$ cat src/rtl/ber_pkg.sv
package ber_pkg;

   localparam int unsigned DEF_MAX_ROW_BITS = 1024;
   localparam int unsigned DEF_MAX_BYTES    = 1048576;

   localparam int unsigned ERR_W      = 24;
   localparam int unsigned RATE_W     = 18;
   localparam int unsigned Q_W        = 18;
   localparam int unsigned SCALE_W    = 15;
   localparam int unsigned NUM_W      = ERR_W + SCALE_W;
   localparam int unsigned RATE_SCALE = 25600;
   localparam int unsigned RATE_MAX   = 204800;
   localparam int unsigned CSR_W      = 11;
   localparam int unsigned CSR_IDX_W  = 2;

   localparam logic [CSR_IDX_W-1:0] CSR_ROW_MODE   = 2'd0;
   localparam logic [CSR_IDX_W-1:0] CSR_ROW_BITS   = 2'd1;
   localparam logic [CSR_IDX_W-1:0] CSR_ROW_STRIDE = 2'd2;

   typedef struct packed {
      logic byte_en;
      logic mult_en;
      logic load_en;
      logic step_en;
   } ber_cmd_type;

   function automatic logic [3:0] popcount8(input logic [7:0] v);
      logic [3:0] n;
      n = 4'd0;
      for (int i = 0; i < 8; i++) begin
         n = n + {3'd0, v[i]};
      end
      return n;
   endfunction

   // Keeps the k most significant bits of a byte, k from 1 to 8.
   function automatic logic [7:0] top_mask(input logic [3:0] k);
      logic [7:0] m;
      m = 8'd0;
      for (int i = 0; i < 8; i++) begin
         if (4'(i) < k) begin
            m[7-i] = 1'b1;
         end
      end
      return m;
   endfunction

endpackage

$ cat src/rtl/ber_ctrl.sv
module ber_ctrl
   import ber_pkg::*;
(
   input  logic        clock,
   input  logic        reset,
   input  logic        req_tvalid,
   input  logic        req_tlast,
   output logic        req_tready,
   output logic        rsp_tvalid,
   input  logic        rsp_tready,
   output ber_cmd_type cmd
);

   typedef enum logic [2:0] {
      ST_IDLE,
      ST_MULT,
      ST_CHECK,
      ST_DIVIDE,
      ST_DONE
   } state_type;

   localparam int unsigned CNT_W = $clog2(Q_W);

   state_type        state_ff;
   logic [CNT_W-1:0] step_ff;
   logic             ready_ff;
   logic             valid_ff;
   logic             take;

   assign take        = req_tvalid & ready_ff;
   assign req_tready  = ready_ff;
   assign rsp_tvalid  = valid_ff;
   assign cmd.byte_en = take;
   assign cmd.mult_en = (state_ff == ST_MULT);
   assign cmd.load_en = (state_ff == ST_CHECK);
   assign cmd.step_en = (state_ff == ST_DIVIDE);

   always_ff @(posedge clock) begin
      if (reset) begin
         state_ff <= ST_IDLE;
         step_ff  <= '0;
         ready_ff <= 1'b1;
         valid_ff <= 1'b0;
      end else begin
         unique case (state_ff)
            ST_IDLE: begin
               if (take && req_tlast) begin
                  ready_ff <= 1'b0;
                  state_ff <= ST_MULT;
               end
            end
            ST_MULT: begin
               state_ff <= ST_CHECK;
            end
            ST_CHECK: begin
               step_ff  <= '0;
               state_ff <= ST_DIVIDE;
            end
            ST_DIVIDE: begin
               step_ff <= step_ff + CNT_W'(1);
               if (step_ff == CNT_W'(Q_W - 1)) begin
                  valid_ff <= 1'b1;
                  state_ff <= ST_DONE;
               end
            end
            ST_DONE: begin
               if (rsp_tready) begin
                  valid_ff <= 1'b0;
                  ready_ff <= 1'b1;
                  state_ff <= ST_IDLE;
               end
            end
            default: begin
               state_ff <= ST_IDLE;
            end
         endcase
      end
   end

endmodule

$ cat src/rtl/ber_dpath.sv
module ber_dpath
   import ber_pkg::*;
#(
   parameter int unsigned MAX_ROW_BITS = DEF_MAX_ROW_BITS,
   parameter int unsigned MAX_BYTES    = DEF_MAX_BYTES
) (
   input  logic                 clock,
   input  logic                 reset,
   input  ber_cmd_type          cmd,
   input  logic                 csr_we,
   input  logic [CSR_IDX_W-1:0] csr_index,
   input  logic [CSR_W-1:0]     csr_wdata,
   input  logic [7:0]           ref_byte,
   input  logic [7:0]           test_byte,
   input  logic                 last,
   output logic [ERR_W-1:0]     error_bits,
   output logic [RATE_W-1:0]    rate_percent_q8
);

   localparam int unsigned RB_W  = $clog2(MAX_ROW_BITS + 1);
   localparam int unsigned RBC_W = (RB_W > 11) ? RB_W : 11;
   localparam int unsigned BC_W  = $clog2(MAX_BYTES + 1);
   localparam int unsigned DIV_W = (2 * RB_W > BC_W) ? 2 * RB_W : BC_W;
   localparam int unsigned REM_W = DIV_W + 1;
   localparam int unsigned HI_W  = NUM_W - Q_W;
   localparam int unsigned CMP_W = (HI_W > DIV_W) ? HI_W : DIV_W;

   logic              row_mode_ff;
   logic [10:0]       row_bits_ff;
   logic [8:0]        stride_ff;

   logic [ERR_W-1:0]  err_ff;
   logic [RB_W-1:0]   col_ff;
   logic [7:0]        pos_ff;
   logic              skip_ff;
   logic [BC_W-1:0]   bcnt_ff;

   logic [ERR_W-1:0]  fin_err_ff;
   logic              fin_mode_ff;
   logic [RB_W-1:0]   fin_rb_ff;
   logic [BC_W-1:0]   fin_bcnt_ff;
   logic [NUM_W-1:0]  num_ff;
   logic [DIV_W-1:0]  dvs_ff;
   logic [REM_W-1:0]  rem_ff;
   logic [Q_W-1:0]    nlo_ff;
   logic [Q_W-1:0]    quot_ff;
   logic              sat_ff;

   logic [7:0]        diff;
   logic [RBC_W-1:0]  rbx;
   logic [RBC_W-1:0]  rb_eff;
   logic [RBC_W-1:0]  colx;
   logic [RBC_W-1:0]  rem_bits;
   logic [3:0]        k;
   logic [8:0]        stride_eff;
   logic [8:0]        pos_inc;
   logic              take;
   logic              row_end;
   logic [3:0]        add;
   logic [ERR_W:0]    err_sum;
   logic [ERR_W-1:0]  err_in;
   logic [RB_W-1:0]   col_in;
   logic              skip_in;
   logic [7:0]        pos_in;
   logic [BC_W-1:0]   bcnt_in;
   logic [DIV_W-1:0]  dvs_in;
   logic [HI_W-1:0]   num_hi;
   logic [REM_W:0]    trial;
   logic              fits;

   assign diff = ref_byte ^ test_byte;
   assign rbx  = RBC_W'(row_bits_ff);
   assign colx = RBC_W'(col_ff);

   always_comb begin
      priority if (rbx == '0) begin
         rb_eff = RBC_W'(1);
      end else if (rbx > RBC_W'(MAX_ROW_BITS)) begin
         rb_eff = RBC_W'(MAX_ROW_BITS);
      end else begin
         rb_eff = rbx;
      end
      priority if (stride_ff == 9'd0) begin
         stride_eff = 9'd1;
      end else if (stride_ff > 9'd256) begin
         stride_eff = 9'd256;
      end else begin
         stride_eff = stride_ff;
      end
   end

   always_comb begin
      rem_bits = (colx >= rb_eff) ? '0 : rb_eff - colx;
      row_end  = (rem_bits <= RBC_W'(8));
      k        = (rem_bits == '0) ? 4'd1 : rem_bits[3:0];
      take     = !(skip_ff && (pos_ff != 8'd0));
      add      = '0;
      col_in   = col_ff;
      skip_in  = skip_ff;
      if (row_mode_ff) begin
         if (take) begin
            if (row_end) begin
               add     = popcount8(diff & top_mask(k));
               col_in  = '0;
               skip_in = 1'b1;
            end else begin
               add     = popcount8(diff);
               col_in  = col_ff + RB_W'(8);
               skip_in = 1'b0;
            end
         end
      end else begin
         add = popcount8(diff);
      end
      err_sum = {1'b0, err_ff} + (ERR_W + 1)'(add);
      err_in  = err_sum[ERR_W] ? '1 : err_sum[ERR_W-1:0];
      bcnt_in = (bcnt_ff < BC_W'(MAX_BYTES)) ? bcnt_ff + BC_W'(1) : bcnt_ff;
      pos_inc = {1'b0, pos_ff} + 9'd1;
      pos_in  = (pos_inc >= stride_eff) ? 8'd0 : pos_inc[7:0];
   end

   always_comb begin
      if (fin_mode_ff) begin
         dvs_in = DIV_W'(fin_rb_ff) * DIV_W'(fin_rb_ff);
      end else begin
         dvs_in = DIV_W'(fin_bcnt_ff);
      end
      if (dvs_in == '0) begin
         dvs_in = DIV_W'(1);
      end
      num_hi = num_ff[NUM_W-1:Q_W];
      trial  = {rem_ff, nlo_ff[Q_W-1]};
      fits   = (trial >= (REM_W + 1)'(dvs_ff));
   end

   always_ff @(posedge clock) begin
      if (reset) begin
         row_mode_ff <= 1'b0;
         row_bits_ff <= 11'd64;
         stride_ff   <= 9'd8;
      end else if (csr_we) begin
         unique case (csr_index)
            CSR_ROW_MODE:   row_mode_ff <= csr_wdata[0];
            CSR_ROW_BITS:   row_bits_ff <= csr_wdata[10:0];
            CSR_ROW_STRIDE: stride_ff   <= csr_wdata[8:0];
            default: begin
            end
         endcase
      end
   end

   always_ff @(posedge clock) begin
      if (reset) begin
         err_ff  <= '0;
         col_ff  <= '0;
         pos_ff  <= '0;
         skip_ff <= 1'b0;
         bcnt_ff <= '0;
      end else if (cmd.byte_en) begin
         if (last) begin
            err_ff  <= '0;
            col_ff  <= '0;
            pos_ff  <= '0;
            skip_ff <= 1'b0;
            bcnt_ff <= '0;
         end else begin
            err_ff  <= err_in;
            col_ff  <= col_in;
            pos_ff  <= pos_in;
            skip_ff <= skip_in;
            bcnt_ff <= bcnt_in;
         end
      end
   end

   always_ff @(posedge clock) begin
      if (cmd.byte_en && last) begin
         fin_err_ff  <= err_in;
         fin_mode_ff <= row_mode_ff;
         fin_rb_ff   <= RB_W'(rb_eff);
         fin_bcnt_ff <= bcnt_in;
      end
      if (cmd.mult_en) begin
         num_ff <= NUM_W'(fin_err_ff) * NUM_W'(RATE_SCALE);
         dvs_ff <= dvs_in;
      end
      if (cmd.load_en) begin
         sat_ff  <= (CMP_W'(num_hi) >= CMP_W'(dvs_ff));
         rem_ff  <= REM_W'(num_hi);
         nlo_ff  <= num_ff[Q_W-1:0];
         quot_ff <= '0;
      end
      if (cmd.step_en) begin
         if (fits) begin
            rem_ff <= REM_W'(trial - (REM_W + 1)'(dvs_ff));
         end else begin
            rem_ff <= REM_W'(trial);
         end
         nlo_ff  <= {nlo_ff[Q_W-2:0], 1'b0};
         quot_ff <= {quot_ff[Q_W-2:0], fits};
      end
   end

   assign error_bits = fin_err_ff;

   always_comb begin
      if (sat_ff || (quot_ff > Q_W'(RATE_MAX))) begin
         rate_percent_q8 = RATE_W'(RATE_MAX);
      end else begin
         rate_percent_q8 = RATE_W'(quot_ff);
      end
   end

endmodule

$ cat src/rtl/bit_error_rate_with_row_padding.sv
// Counts differing bits between a reference and a test byte stream, most significant bit
// first, optionally limited to rows of row_bits bits stored in padded rows of
// row_stride_bytes bytes. Ordinary byte pairs are taken at one per cycle. The pair marked
// with tlast ends the data set and yields one transfer holding the error count and the
// error percentage in Q8, once the rate multiply, the range check and the one-bit-per-cycle
// divider have run in that order. No further input is taken after that last pair until the
// result transfer completes. Configuration should be written only while idle.
module bit_error_rate_with_row_padding
   import ber_pkg::*;
#(
   parameter int unsigned MAX_ROW_BITS = DEF_MAX_ROW_BITS,
   parameter int unsigned MAX_BYTES    = DEF_MAX_BYTES
) (
   input  logic                 clock,
   input  logic                 reset,
   input  logic                 req_tvalid,
   output logic                 req_tready,
   input  logic [15:0]          req_tdata,  // ref_byte, test_byte
   input  logic                 req_tlast,
   output logic                 rsp_tvalid,
   input  logic                 rsp_tready,
   output logic [47:0]          rsp_tdata,  // error_bits, rate_percent_q8, zero fill
   input  logic                 csr_we,
   input  logic [CSR_IDX_W-1:0] csr_index,
   input  logic [CSR_W-1:0]     csr_wdata
);

   ber_cmd_type         cmd;
   logic [ERR_W-1:0]    error_bits;
   logic [RATE_W-1:0]   rate_percent_q8;

   ber_ctrl u_ctrl (
      .clock      (clock),
      .reset      (reset),
      .req_tvalid (req_tvalid),
      .req_tlast  (req_tlast),
      .req_tready (req_tready),
      .rsp_tvalid (rsp_tvalid),
      .rsp_tready (rsp_tready),
      .cmd        (cmd)
   );

   ber_dpath #(
      .MAX_ROW_BITS (MAX_ROW_BITS),
      .MAX_BYTES    (MAX_BYTES)
   ) u_dpath (
      .clock           (clock),
      .reset           (reset),
      .cmd             (cmd),
      .csr_we          (csr_we),
      .csr_index       (csr_index),
      .csr_wdata       (csr_wdata),
      .ref_byte        (req_tdata[7:0]),
      .test_byte       (req_tdata[15:8]),
      .last            (req_tlast),
      .error_bits      (error_bits),
      .rate_percent_q8 (rate_percent_q8)
   );

   assign rsp_tdata = {6'd0, rate_percent_q8, error_bits};

endmodule

$ cat config.mk
export PLATFORM = sky130hd
export DESIGN_NAME = bit_error_rate_with_row_padding
export DESIGN_NICKNAME = d
export VERILOG_FILES = /design/src/rtl/ber_pkg.sv /design/src/rtl/ber_ctrl.sv /design/src/rtl/ber_dpath.sv /design/src/rtl/bit_error_rate_with_row_padding.sv
export SDC_FILE = /design/constraint.sdc
export NUM_CORES = 1
export LEC_CHECK = 0
export BUFFER_PORTS_ARGS = -buffer_cell sky130_fd_sc_hd__buf_2
export CAP_MARGIN = 10
export CORE_UTILIZATION = 45
export DETAILED_ROUTE_END_ITERATION = 6
export PLACE_DENSITY = 0.71
export SETUP_SLACK_MARGIN = 0.15
export SYNTH_ARGS = -nofsm -noshare
export SYNTH_HDL_FRONTEND = slang
export SYNTH_SLANG_ARGS = --single-unit
$ cat constraint.sdc
create_clock -name clock -period 18 [get_ports clock]
set_clock_uncertainty 0.2 [all_clocks]
set_input_delay 1.8 -clock clock [delete_from_list [all_inputs] [get_ports clock]]
set_output_delay 1.8 -clock clock [all_outputs]
set_load 0.02 [all_outputs]
[Yosys cells after proc, flatten, opt, wreduce, memory -nomap -nowiden]
Cells that the tools add are included.
Word-level totals
  bits in registers: 254
  bits of input ports: 35
  output and inout bits: 50
Cells by class
  add/subtract/negate cells: 21
  $mul: 2
  order comparisons: 17
  equality and inequality tests: 11
  mux-type cells: 75
  bitwise operators: 3
  reductions and logical operators: 21
Operators with widths (count)
  18-bit 2-to-1 mux: 5
  11-bit 2-to-1 mux: 7
  23-bit 2-to-1 mux: 3
  4-bit by 1-bit adder with 4-bit output: 12
  24-bit 2-to-1 mux: 2
  21-bit 2-to-1 mux: 2
  1-bit 2-to-1 mux: 40
  24-bit by 5-bit multiplier with 29-bit output, second input constant: 1
  24-bit by 4-bit adder with 25-bit output: 1
  24-bit by 22-bit >= comparator with 1-bit output: 1
  23-bit by 22-bit subtractor with 23-bit output: 1
  21-bit by 22-bit >= comparator with 1-bit output: 1
  11-bit logical NOT: 2
  22-bit logical NOT: 1
  11-bit by 11-bit multiplier with 22-bit output: 1
  22-bit 2-to-1 mux: 1
  21-bit by 1-bit adder with 21-bit output, second input constant: 1
  21-bit less-than comparator, second input constant: 1
  18-bit greater-than comparator, second input constant: 1
  9-bit 2-to-1 mux: 2
  3-bit by 4-bit less-than comparator with 1-bit output, first input constant: 4
  4-bit 2-to-1 mux: 4
  8-bit 2-to-1 mux: 2
  3-bit case mux with 5 select lines: 1
  other kinds (35): 53

[Logic depth before layout (Yosys ltp)]
  depth in word-level cells: 26
  depth in mapped cells: 33
  mapped depth without buffers: 31

[Modules after synthesis]
From an unflattened synthesis, not the netlist that was laid out.
Second synthesis, totals
  cells, all modules: 2038
  area total of the unflattened synthesis: 19612.6 um2
Modules (own cells, without submodules)
  ber_dpath: instances 1, cells an instance 1969, area an instance 19043.3 um2, sequential area each 6406.1 um2
  ber_ctrl: instances 1, cells an instance 62, area an instance 520.5 um2, sequential area each 200.2 um2
  bit_error_rate_with_row_padding: instances 1, cells an instance 7, area an instance 48.8 um2, sequential area each 0.0 um2

[Least setup slack after synthesis]
No wires, ideal clock.
  path kind: reg-to-reg
  from: register u_dpath.row_bits_ff[10] (netlist: u_dpath.rbx[10])
  to: register u_dpath.fin_err_ff[12] (netlist: u_dpath.error_bits[12]) (data pin)
  library setup time: 0.274 ns
  data arrival time: 7.150 ns
  required time: 17.526 ns
  slack: 10.376 ns
  stages on the path, launching flop included: 32
  path through: dfxtp_1 clkbuf_1 nor2b_1 ha_1 o21a_1 o21ai_1 a21oi_1 nand2b_1 a221oi_2 o21bai_1 nor2b_1 nand3_1 a21boi_0 ha_1 inv_1 fa_1 fa_1 fa_1 fa_1 xor2_1 or4_1 nand3_1 ha_1 nor2b_1 o21ai_0 nand2_1 nor4bb_1 nand3_1 clkbuf_1 buf_1 clkbuf_1 o21ai_0
On the way
  cells in the longest elaborated chain, start to end: 25
RTL lines
  from (decl): RTL line ber_dpath.sv:29  | logic [10:0] row_bits_ff;
  from (signal assigned): RTL line ber_dpath.sv:144  | CSR_ROW_BITS: row_bits_ff <= csr_wdata[10:0];
  11-bit greater-than comparator: RTL line ber_dpath.sv:78  | end else if (rbx > RBC_W'(MAX_ROW_BITS)) begin
  11-bit 2-to-1 mux: RTL line ber_dpath.sv:78
  11-bit 2-to-1 mux (*): RTL line ber_dpath.sv:76  | priority if (rbx == '0) begin
  net u_dpath.rb_eff[3]: RTL line ber_dpath.sv:51  | logic [RBC_W-1:0] rb_eff;
  11-bit subtractor or 11-bit >= comparator (tied branches): RTL line ber_dpath.sv:93  | rem_bits = (colx >= rb_eff) ? '0 : rb_eff - colx;
  11-bit 2-to-1 mux (*): RTL line ber_dpath.sv:93
  11-bit logical NOT: RTL line ber_dpath.sv:95  | k = (rem_bits == '0) ? 4'd1 : rem_bits[3:0];
  4-bit 2-to-1 mux: RTL line ber_dpath.sv:95
  (+6 left out)
  1-bit by 1-bit adder with 2-bit output: RTL line ber_pkg.sv:31  | n = n + {3'd0, v[i]};
  4-bit by 1-bit adder with 4-bit output (6 in series): RTL line ber_pkg.sv:31
  4-bit 2-to-1 mux (*): RTL line ber_dpath.sv:102  | if (row_end) begin
  4-bit 2-to-1 mux (*): RTL line ber_dpath.sv:101  | if (take) begin
  4-bit 2-to-1 mux (*): RTL line ber_dpath.sv:100  | if (row_mode_ff) begin
  24-bit by 4-bit adder with 25-bit output (*): RTL line ber_dpath.sv:115  | err_sum = {1'b0, err_ff} + (ERR_W + 1)'(add);
  24-bit 2-to-1 mux (*): RTL line ber_dpath.sv:116  | err_in = err_sum[ERR_W] ? '1 : err_sum[ERR_W-1:0];
  net u_dpath.err_in[12]: RTL line ber_dpath.sv:61  | logic [ERR_W-1:0] err_in;
  to (signal assigned): RTL line ber_dpath.sv:178  | fin_err_ff <= err_in;
  to (decl): RTL line ber_dpath.sv:38  | logic [ERR_W-1:0] fin_err_ff;
Mark *: on every way through the listed nets, which the timed path passes. The rest lies on a longest branch. The select of a mux whose other input is x is not followed.
A chain may end at the register's enable or synchronous reset.

[Final worst setup path]
  from: register u_dpath.row_bits_ff[10] (netlist: u_dpath.rbx[10])
  to: register u_dpath.err_ff[8]
On the way
  cells in the longest elaborated chain, start to end: 26
RTL lines
  11-bit greater-than comparator: RTL line ber_dpath.sv:78
  11-bit 2-to-1 mux: RTL line ber_dpath.sv:78
  11-bit 2-to-1 mux (*): RTL line ber_dpath.sv:76
  net u_dpath.rb_eff[6]: RTL line ber_dpath.sv:51
  11-bit subtractor or 11-bit >= comparator (tied branches): RTL line ber_dpath.sv:93
  11-bit 2-to-1 mux (*): RTL line ber_dpath.sv:93
  11-bit logical NOT: RTL line ber_dpath.sv:95
  4-bit 2-to-1 mux: RTL line ber_dpath.sv:95
  (+7 left out)
  4-bit by 1-bit adder with 4-bit output (6 in series): RTL line ber_pkg.sv:31
  4-bit 2-to-1 mux (*): RTL line ber_dpath.sv:102
  4-bit 2-to-1 mux (*): RTL line ber_dpath.sv:101
  4-bit 2-to-1 mux (*): RTL line ber_dpath.sv:100
  24-bit by 4-bit adder with 25-bit output (*): RTL line ber_dpath.sv:115
  24-bit 2-to-1 mux (*): RTL line ber_dpath.sv:116
  net u_dpath.err_in[8]: RTL line ber_dpath.sv:61
  24-bit 2-to-1 mux (*): RTL line ber_dpath.sv:160  | if (last) begin
  to (signal assigned): RTL line ber_dpath.sv:167  | err_ff <= err_in;
  to (decl): RTL line ber_dpath.sv:32  | logic [ERR_W-1:0] err_ff;
Marked as above.

==> impl_metrics.json <==
{
  "status": "complete, no violations",
  "crit_path_max_fanout": 27,
  "drc": 0,
  "synth_top_area_share_pct": 24.43,
  "p_switching_uw": 809.8,
  "synth_area_sq_um": 19420,
  "clock_latency_ns": 0.56,
  "root_buffer": "clkbuf_16",
  "setup_slack_ns": 9.617,
  "seq_power_share_pct": 32.4,
  "clkPwrFrac_pct": 27.0,
  "fin_tns_setup_ns": 0,
  "cts_resized": 0,
  "endpoint_kind": "register",
  "hp-class": "reg -> reg",
  "grt_util_met1_pct": 26.19,
  "antenna_found_initial": 0,
  "use_met3_pct": 1.945,
  "grtUsageMet2_pct": 34.25,
  "multi_input_area_sq_um": 11560,
  "p_leak_nw": 9.530,
  "tightest_slew_ns": 0.9717,
  "start_util_pct": 45.99,
  "place_congestion": 0.8652,
  "design.core.area_sq_um": 42230,
  "period_minus_slack_ns": 8.383,
  "final_common_cell": "inv_1",
  "h-tree-depth": 1,
  "r2r_end": "u_dpath.err_ff[8]",
  "synthTopCellsByArea": "edfxtp_1 24%, ha_1 13%, dfxtp_1 9.6%, fa_1 9.5%, inv_1 5.0%",
  "cts_tree": "yes",
  "row_count": 75,
  "grt.total_usage_pct": 19.76,
  "crit_path_start": "u_dpath.rbx[10]",
  "power.density_nw_per_um2": 105.8,
  "critPathArrivalTime_ns": 8.58,
  "pwr-share-comb_pct": 40.6,
  "rsz0062_at_grt": "no",
  "cts_buffers": 28,
  "synth.distinct_cells": 82,
  "drive_above_1_share_pct": 8.583,
  "period_share_pct": 46.57,
  "drtIter0Drc": 933,
  "dp_slack_ns": 9.651,
  "clock-sinks": 251,
  "fmax_mhz": 119.3,
  "antenna_cells": 0,
  "finalHoldViolations": 0,
  "criticalPathCategory": "reg -> reg",
  "required_ns": 18.20,
  "slew_headroom_pct": 34.92,
  "vias": 14610,
  "ios": 85,
  "slew_viol_final": 0,
  "worst_setup_path_start_kind": "register",
  "grt_max_degree": 85,
  "timing.rr.start": "u_dpath.rbx[10]",
  "nFillCells": 3863,
  "drt_wl_total_um": 42360,
  "synth.ff_latch_count": 251,
  "yosys.area.top_type": "edfxtp_1",
  "synth-edff-count": 158,
  "p_sw_share_pct": 35.92,
  "crit_path_top_delay_cell": "dfxtp_1",
  "cts_setup_buffers": 0,
  "final_nets": 2439,
  "yosysSeqAreaShare_pct": 34.02,
  "synth_area_per_cell_sq_um": 9.441,
  "setup_violations": 0,
  "busiest_layer": "met2",
  "r2r_slack_ns": 9.62,
  "hp-start": "u_dpath.col_ff[6]",
  "die-height_um": 209.7,
  "slowest_delay_ns": 0.62,
  "wl_per_cell_um": 15.86,
  "ys_warn_count": 0,
  "antenna_left": 0,
  "cts_hold_buf": 0,
  "seq_area_sq_um": 6606,
  "clockBufferDepth": 3,
  "vias_per_cell": 5.471,
  "min_to": "u_dpath.col_ff[6]",
  "grt_pass1_wl_um": 71770,
  "overflow": 0,
  "ff2ff_path_depth": 29,
  "maxCapViolations": 0,
  "drt_pass1_iterations": 5,
  "internal_power_mw": 1.445,
  "ir_drop_mv": 0.08446,
  "clkTransAtPathRegs_ns": 0.06,
  "numPortBuffers": 78,
  "ys_async_sr_fraction_pct": 0,
  "hold_depth": 2,
  "first_global_vias": 14630,
  "area_growth_syn_to_layout_pct": 9.677,
  "place_hpwl_um": 32180,
  "synth-main-ff-cell": "edfxtp_1",
  "die-width_um": 209.7,
  "synthCells": 2057,
  "die_area_sq_um": 43990,
  "mostFrequentLayoutCells": "258 x inv_1, 202 x ha_1, 158 x nor2_1, 158 x edfxtp_1, 146 x nand2_1",
  "finalPower_mw": 2.255
}
-- worst max-delay path: cells and delay by family, from the launching register on --
kind / cells / cell delay [ns]
xor gates and xnor gates: 1 / 0.14
and+or+nand+nor: 13 / 2.68
adders and majority gates: 7 / 2.81
DFF: 1 / 0.62
buffers and inverters: 3 / 0.60
AOI/OAI and AO/OA: 5 / 1.17
-- stage by stage --
stage               area [sq um]  instances  hold WS, ns  util (%)
floorplan                  19440       2063       0.2064         -
global placement           20300       2619       0.2540     48.08
detailed placement         20300       2619       0.2715     48.08
CTS                        21300       2671       0.2821     50.44
global route               21300       2671       0.2974     50.44
finish                     21300       2671       0.2839     50.44
-- power by group through the flow --
| stage | registers, mW | logic, mW | clock network, mW |
|---|---|---|---|
| 4_1_cts | 0.731 | 0.923 | 0.621 |
| 5_1_grt | 0.735 | 1.05 | 0.642 |
| 3_3_place_gp | 0.741 | 0.890 | 0 |
| 6_report | 0.730 | 0.916 | 0.608 |
| 2_1_floorplan | 0.728 | 0.721 | 0 |
| 3_5_place_dp | 0.743 | 0.912 | 0 |
-- cells by family after synthesis --
family	count (synthesis)	share of synthesized area, %
AND/OR/NAND/NOR	599	15.35
AO/OA/AOI/OAI	424	14.24
flip-flops	251	34.02
adder cells (fa/ha/maj)	294	22.50
XOR/XNOR	115	5.186
buffers and inverters	334	6.617
multiplexers	38	2.055
other	2	0.03867
-- layout make-up --
cell class              instances  share of cell area, %
clock buffers                  34                  3.689
clock inverters                18                 0.9928
inverters                     260                  4.582
multi-input cells            1478                  54.26
flip-flops and latches        251                  31.02
well taps                     539                  3.166
repair buffers                 91                  2.291
-- synthesized netlist by cell type, drive strengths merged, types with 9 or more instances --
cell    number
ha         202
o31ai       11
nand2      146
a22oi       32
clkbuf      56
nor3        34
a21o        31
or3         10
nand4       13
mux2        12
and3        37
nor2       158
nor4        16
nor2b       31
and2        64
xnor2       74
dfxtp       93
buf         18
nand3       35
o21bai      10
o21ai       94
fa          92
edfxtp     158
a211oi      18
o21a        13
xor2        41
inv        259
o211ai      14
mux2i       26
a31oi       19
or2          9
nand2b      19
a21oi      121
-- registers in the layout, summed over array words and instances (netlist names), 9 cells and up --
name	flops
u_dpath.num_ff	29
u_dpath.dvs_ff	22
u_dpath.bcnt_ff	21
u_dpath.err_ff	24
u_dpath.rbx	11
u_dpath.stride_ff	9
u_dpath.error_bits	24
u_dpath.quot_ff	18
u_dpath.fin_bcnt_ff	21
u_dpath.fin_rb_ff	11
u_dpath.rem_ff	23
-- layer usage --
metal	wire length (um)	up-vias
met2	20600	280
met1	19390	7035
met5	0	-
met4	857	0
met3	1516	56
li1	-	7241
-- worst max path at each step --
stage,end,slack (ns)
2_1_floorplan,u_dpath.error_bits[12],10.38
3_3_place_gp,u_dpath.err_ff[8],9.83
3_5_place_dp,u_dpath.err_ff[8],9.65
4_1_cts,u_dpath.err_ff[8],9.64
5_1_grt,u_dpath.err_ff[17],8.87
6_report,u_dpath.err_ff[8],9.62
No activity file was read; power rests on OpenSTA's default activity.
